`config.mk`:
```
export PLATFORM = sky130hd
export DESIGN_NAME = tbc_div_cell
export DESIGN_NICKNAME = d
export VERILOG_FILES = /design/src/hw/rtl/tbc_pkg.sv /design/src/hw/rtl/tbc_div_cell.sv
export SDC_FILE = /design/constraint.sdc
export NUM_CORES = 1
export LEC_CHECK = 0
export BUFFER_PORTS_ARGS = -buffer_cell sky130_fd_sc_hd__buf_4
export CAP_MARGIN = 10
export CORE_AREA = 2 2 451 453
export DETAILED_ROUTE_END_ITERATION = 8
export DIE_AREA = 0 0 453 455
export PLACE_DENSITY = 0.35
export SYNTH_ARGS = -nofsm -noshare
export SYNTH_HDL_FRONTEND = slang
export SYNTH_SLANG_ARGS = --single-unit
```
`constraint.sdc`:
```
create_clock -name clk -period 47.4 [get_ports clk]
set_clock_uncertainty 0.2 [all_clocks]
set_input_delay 7.11 -clock clk [delete_from_list [all_inputs] [get_ports clk]]
set_output_delay 7.11 -clock clk [all_outputs]
set_load 0.03 [all_outputs]
```
`src/hw/rtl/tbc_pkg.sv`:
```
// Shared widths, pipeline word types and constants for the barycentric weight block.
// Used by every module of the block; no dependencies.
package tbc_pkg;

  localparam int COORD_W   = 16;               // input coordinate width
  localparam int DIFF_W    = COORD_W + 1;      // edge / offset component
  localparam int PROD_W    = 2 * DIFF_W;       // component product
  localparam int DOT_W     = PROD_W + 1;       // sum of three products
  localparam int SPLIT     = 18;               // low slice of the Gram multiplier operand
  localparam int GPROD_W   = 2 * DOT_W;        // product of two dot products
  localparam int NUM_W     = GPROD_W + 2;      // den, nv, nw, nu
  localparam int FRAC_BITS = 12;               // weight fraction bits
  localparam int WEIGHT_W  = 16;               // weight field width
  localparam int R_W       = NUM_W + WEIGHT_W; // divider remainder / shifted divisor
  localparam int N_CELLS   = WEIGHT_W;         // one quotient bit per cell
  localparam int N_LANES   = 3;                // u, v, w

  localparam logic [WEIGHT_W-1:0] W_POS_MAX = {1'b0, {(WEIGHT_W-1){1'b1}}};
  localparam logic [WEIGHT_W-1:0] W_NEG_MAX = {1'b1, {(WEIGHT_W-1){1'b0}}};

  typedef struct packed {
    logic [R_W-1:0]      rem;   // running remainder
    logic [R_W-1:0]      dsh;   // divisor aligned to the current quotient bit
    logic [WEIGHT_W-1:0] q;
    logic                neg;
    logic                big;   // quotient known to exceed the field, or word degenerate
  } lane_t;

  typedef struct packed {
    lane_t [N_LANES-1:0] lane;
    logic                degen;
  } div_word_t;

endpackage

```
`src/hw/rtl/tbc_div_cell.sv`:
```
// One restoring-division cell: produces one quotient bit for each of the three
// weights and hands the word on. Depends on tbc_pkg.
module tbc_div_cell (
  input  logic                clk,
  input  logic                rst,
  input  tbc_pkg::div_word_t  up_word,
  input  logic                up_valid,
  output logic                up_ready,
  output tbc_pkg::div_word_t  dn_word,
  output logic                dn_valid,
  input  logic                dn_ready
);

  logic en;

  assign en       = !dn_valid || dn_ready;
  assign up_ready = en;

  always_ff @(posedge clk) begin
    if (rst) begin
      dn_valid <= 1'b0;
    end else if (en) begin
      dn_valid <= up_valid;
    end
  end

  always_ff @(posedge clk) begin
    if (en) begin
      dn_word.degen <= up_word.degen;
      for (int i = 0; i < tbc_pkg::N_LANES; i++) begin
        dn_word.lane[i].neg <= up_word.lane[i].neg;
        dn_word.lane[i].big <= up_word.lane[i].big;
        dn_word.lane[i].dsh <= up_word.lane[i].dsh >> 1;
        if (up_word.lane[i].rem >= up_word.lane[i].dsh) begin
          dn_word.lane[i].rem <= up_word.lane[i].rem - up_word.lane[i].dsh;
          dn_word.lane[i].q   <= {up_word.lane[i].q[tbc_pkg::WEIGHT_W-2:0], 1'b1};
        end else begin
          dn_word.lane[i].rem <= up_word.lane[i].rem;
          dn_word.lane[i].q   <= {up_word.lane[i].q[tbc_pkg::WEIGHT_W-2:0], 1'b0};
        end
      end
    end
  end

  // lane 1 remainder stays below four times the passed-on divisor when the quotient fits
  a_rem_bound: assert property (@(posedge clk) disable iff (rst)
    dn_valid && !dn_word.lane[1].big |->
      ({2'b0, dn_word.lane[1].rem} < {dn_word.lane[1].dsh, 2'b0}))
    else $error("divider remainder out of bound");

endmodule

```
==> flow_summary.toml <==
[clock_network]
ctsRootBufferMaster = "clkbuf_16"
clockBufferDepth = 3
cts_buffers = 82
cts_sinks = 581
cts_resized = 0
clk_latency_ns = 0.72
cts_hold_buffers = 0
clk_pin_slew_ns = 0.07
post_cts_buffers = 0
h-tree-depth = 3
cts_tree = "done"

[pwr]
internal_power_w = 0.00123
switchingPower_w = 0.000702
pwr-share-clk = 0.329
p_leak_nw = 22.7
power_density_nw_per_um2 = 37.0
p_seq_frac = 0.341
swShare = 0.363
ir_drop_mv = 0.0269
combPwrFrac = 0.330

[cells_and_area]
finalCoreUtilization = 0.260
area_growth_pct = 37.5
drive_gt1_frac = 0.286
fin_nets = 5822
stdcell_area_um2 = 52200

[sta]
hold_viol = 0
setup_tns_ns = 0
setup_viol = 0
fmax_mhz = 65.9
fin_ws_ns = 32.22
rsz0062_at_grt = "false"
slew_viol_final = 0
fin_crit_ns = 15.18
tightestPinTransition_ns = 1.05
fin_crit_sh = 0.320
relSlewSlack = 0.289
whs_ns = 0.796

[yosys]
avgSynthCellArea_um2 = 9.80
netlist_instances = 3877
ys_types = 88
synth.most_common_cell = "edfxtp_1"
syn-cell-area_um2 = 38000
synth-seq-cells = 581
synth_area_leader_cell = "edfxtp_1"
synth-async-reset-ratio = 0
synth_edf_count = 580
yosys_warnings = 0
ys_seq_area_frac = 0.459
ys.flop_type = "edfxtp_1"
yosys.area.top_type_share = 0.458
synthTopCellsByCount = "580 x edfxtp_1, 438 x a21oi_1, 356 x inv_1"
ys_top_cells_by_area = "edfxtp_1 46%, ha_1 8.7%, a21oi_1 5.8%, xnor2_1 3.6%, inv_1 3.5%"

[setup_path]
endpoint_kind = "primary output"
critPathKind = "in2out"
cp-startpoint = "dn_ready"
cp-start-kind = "primary input"
slowest_stage = "nand2b_4"
r2r-start = "dn_valid"
crit_fanout = 18
arrival_ns = 7.87
worstPathCellList = "buf_4 -> nand2b_4 -> buf_4"
cp_common_cell = "buf_4"
required_ns = 40.09
max_stage_delay_ns = 0.33

[run_status]
status = "completed"

[route]
finalWirelength_mm = 188
drt-initial-drc-count = 2340
ant_nets = 0
via_per_inst = 4.42
wl_per_cell_um = 24.4
drc_errors = 0
firstDrtPassIters = 5
vias = 34100

[global_route]
busiest_layer = "met2"
grt_pass1_vias = 34200
grt_usage = 0.174
grt_use_met2 = 0.314
grt_pass1_wl_mm = 260
antenna_found_initial = 44
grt_start_max_net_pins = 117
grt_util_met3 = 0.0342
grt_overflow = 0
use_met1 = 0.213

[placement]
io_buffer_count = 1165
dp_hpwl_mm = 159
pre_cts_ws_ns = 32.19
dpl-instance-area_um2 = 49500
place.gp.congestion = 0.891

[flow_run]
drv_cap = 0

[min_path]
hold_path_class = "reg2reg"
min-delay-start = "dn_valid"

[die]
die_x_um = 453
die_area_um2 = 206000
io_pins = 1172
initial_core_util = 0.189
coreArea_um2 = 201000
die_h_um = 455
row_count = 165
layer usage:
metal	routed length [um]	share of wire
met5	141	0.00075
met4	3490	0.019
met3	9530	0.051
met2	97300	0.52
met1	77900	0.41
critical path: cells and delay by family:
kind | cells | cell delay [ns]
buffers and inverters | 2 | 0.40
AND/OR/NAND/NOR | 1 | 0.33
cells by family (layout without fill, tap and decap cells):
group | count (synthesis) | after routing | synth area share
xor gates and xnor gates | 248 | 248 | 0.0572
buffers and inverters | 540 | 1694 | 0.0557
muxes | 108 | 108 | 0.0319
and+or+nand+nor | 945 | 945 | 0.116
DFF | 581 | 581 | 0.459
AOI/OAI and AO/OA | 1187 | 1187 | 0.192
adders and majority gates | 267 | 267 | 0.0885
other | 1 | 14 | 0.0000987
sequential cells by signal (all words and copies together), names as in the netlist:
| register | flops |
|---|---|
| dn_valid | 1 |
| dn_word | 580 |
metrics by stage:
| stage | total power [W] | cells |
|---|---|---|
| 5_1_grt | 0.00203 | 7711 |
| 2_1_floorplan | 0.00106 | 3879 |
| 4_1_cts | 0.00197 | 7705 |
| 3_5_place_dp | 0.00132 | 7556 |
| 6_report | 0.00194 | 7716 |
| 3_3_place_gp | 0.00132 | 7556 |
cell type report:
cell class                 instances  area, um2
multi-input combinational       2758      18500
clock buffer                      96       2130
sequential                       581      17400
timing repair buffer            1188       8930
inverter                         357       1340
clock inverter                    53        569
fill                           21800     149000
antenna                           11       27.5
tap                             2672       3340
power by group through the flow:
stage | Sequential, W | Combinational [W] | Clock (W)
after floorplan | 0.000809 | 0.000249 | 0
after global placement | 0.000669 | 0.000648 | 0
after detailed placement | 0.000670 | 0.000646 | 0
after CTS | 0.000660 | 0.000648 | 0.000664
after global routing | 0.000666 | 0.000685 | 0.000678
final | 0.000659 | 0.000639 | 0.000637
final timing paths:
path / slack, ns / depth (start not counted) / endpoint
worst max-delay path: 32.22 / 3 / up_ready
worst min-delay path: 0.80 / 1 / dn_word[357]
worst max register to register: 43.83 / 4 / dn_word[552]
worst min register to register: 0.80 / 1 / dn_word[357]
cells in the final DEF (no fill, tap or decap), types with 9 or more instances in the layout:
cell	count
nor2_1	260
o21ai_0	265
nand4_1	123
or3_1	12
a21oi_1	438
nor2b_1	21
o211ai_1	28
clkinv_4	9
edfxtp_1	580
o31ai_1	16
a31oi_1	31
nand3_1	44
clkinv_1	12
inv_1	356
ha_1	264
buf_4	1187
o31a_1	10
mux2_2	95
clkbuf_16	83
nand2_1	328
o21a_1	32
nor4_1	15
clkinv_2	9
o21bai_1	73
xor2_1	94
a21o_1	155
and2_1	17
nor3_1	41
a221oi_1	15
diode_2	11
and4_1	12
xnor2_1	154
and3_1	17
clkbuf_1	13
a211oi_1	14
a21boi_0	18
nand2b_1	23
Power figures use the tool's default switching activity.
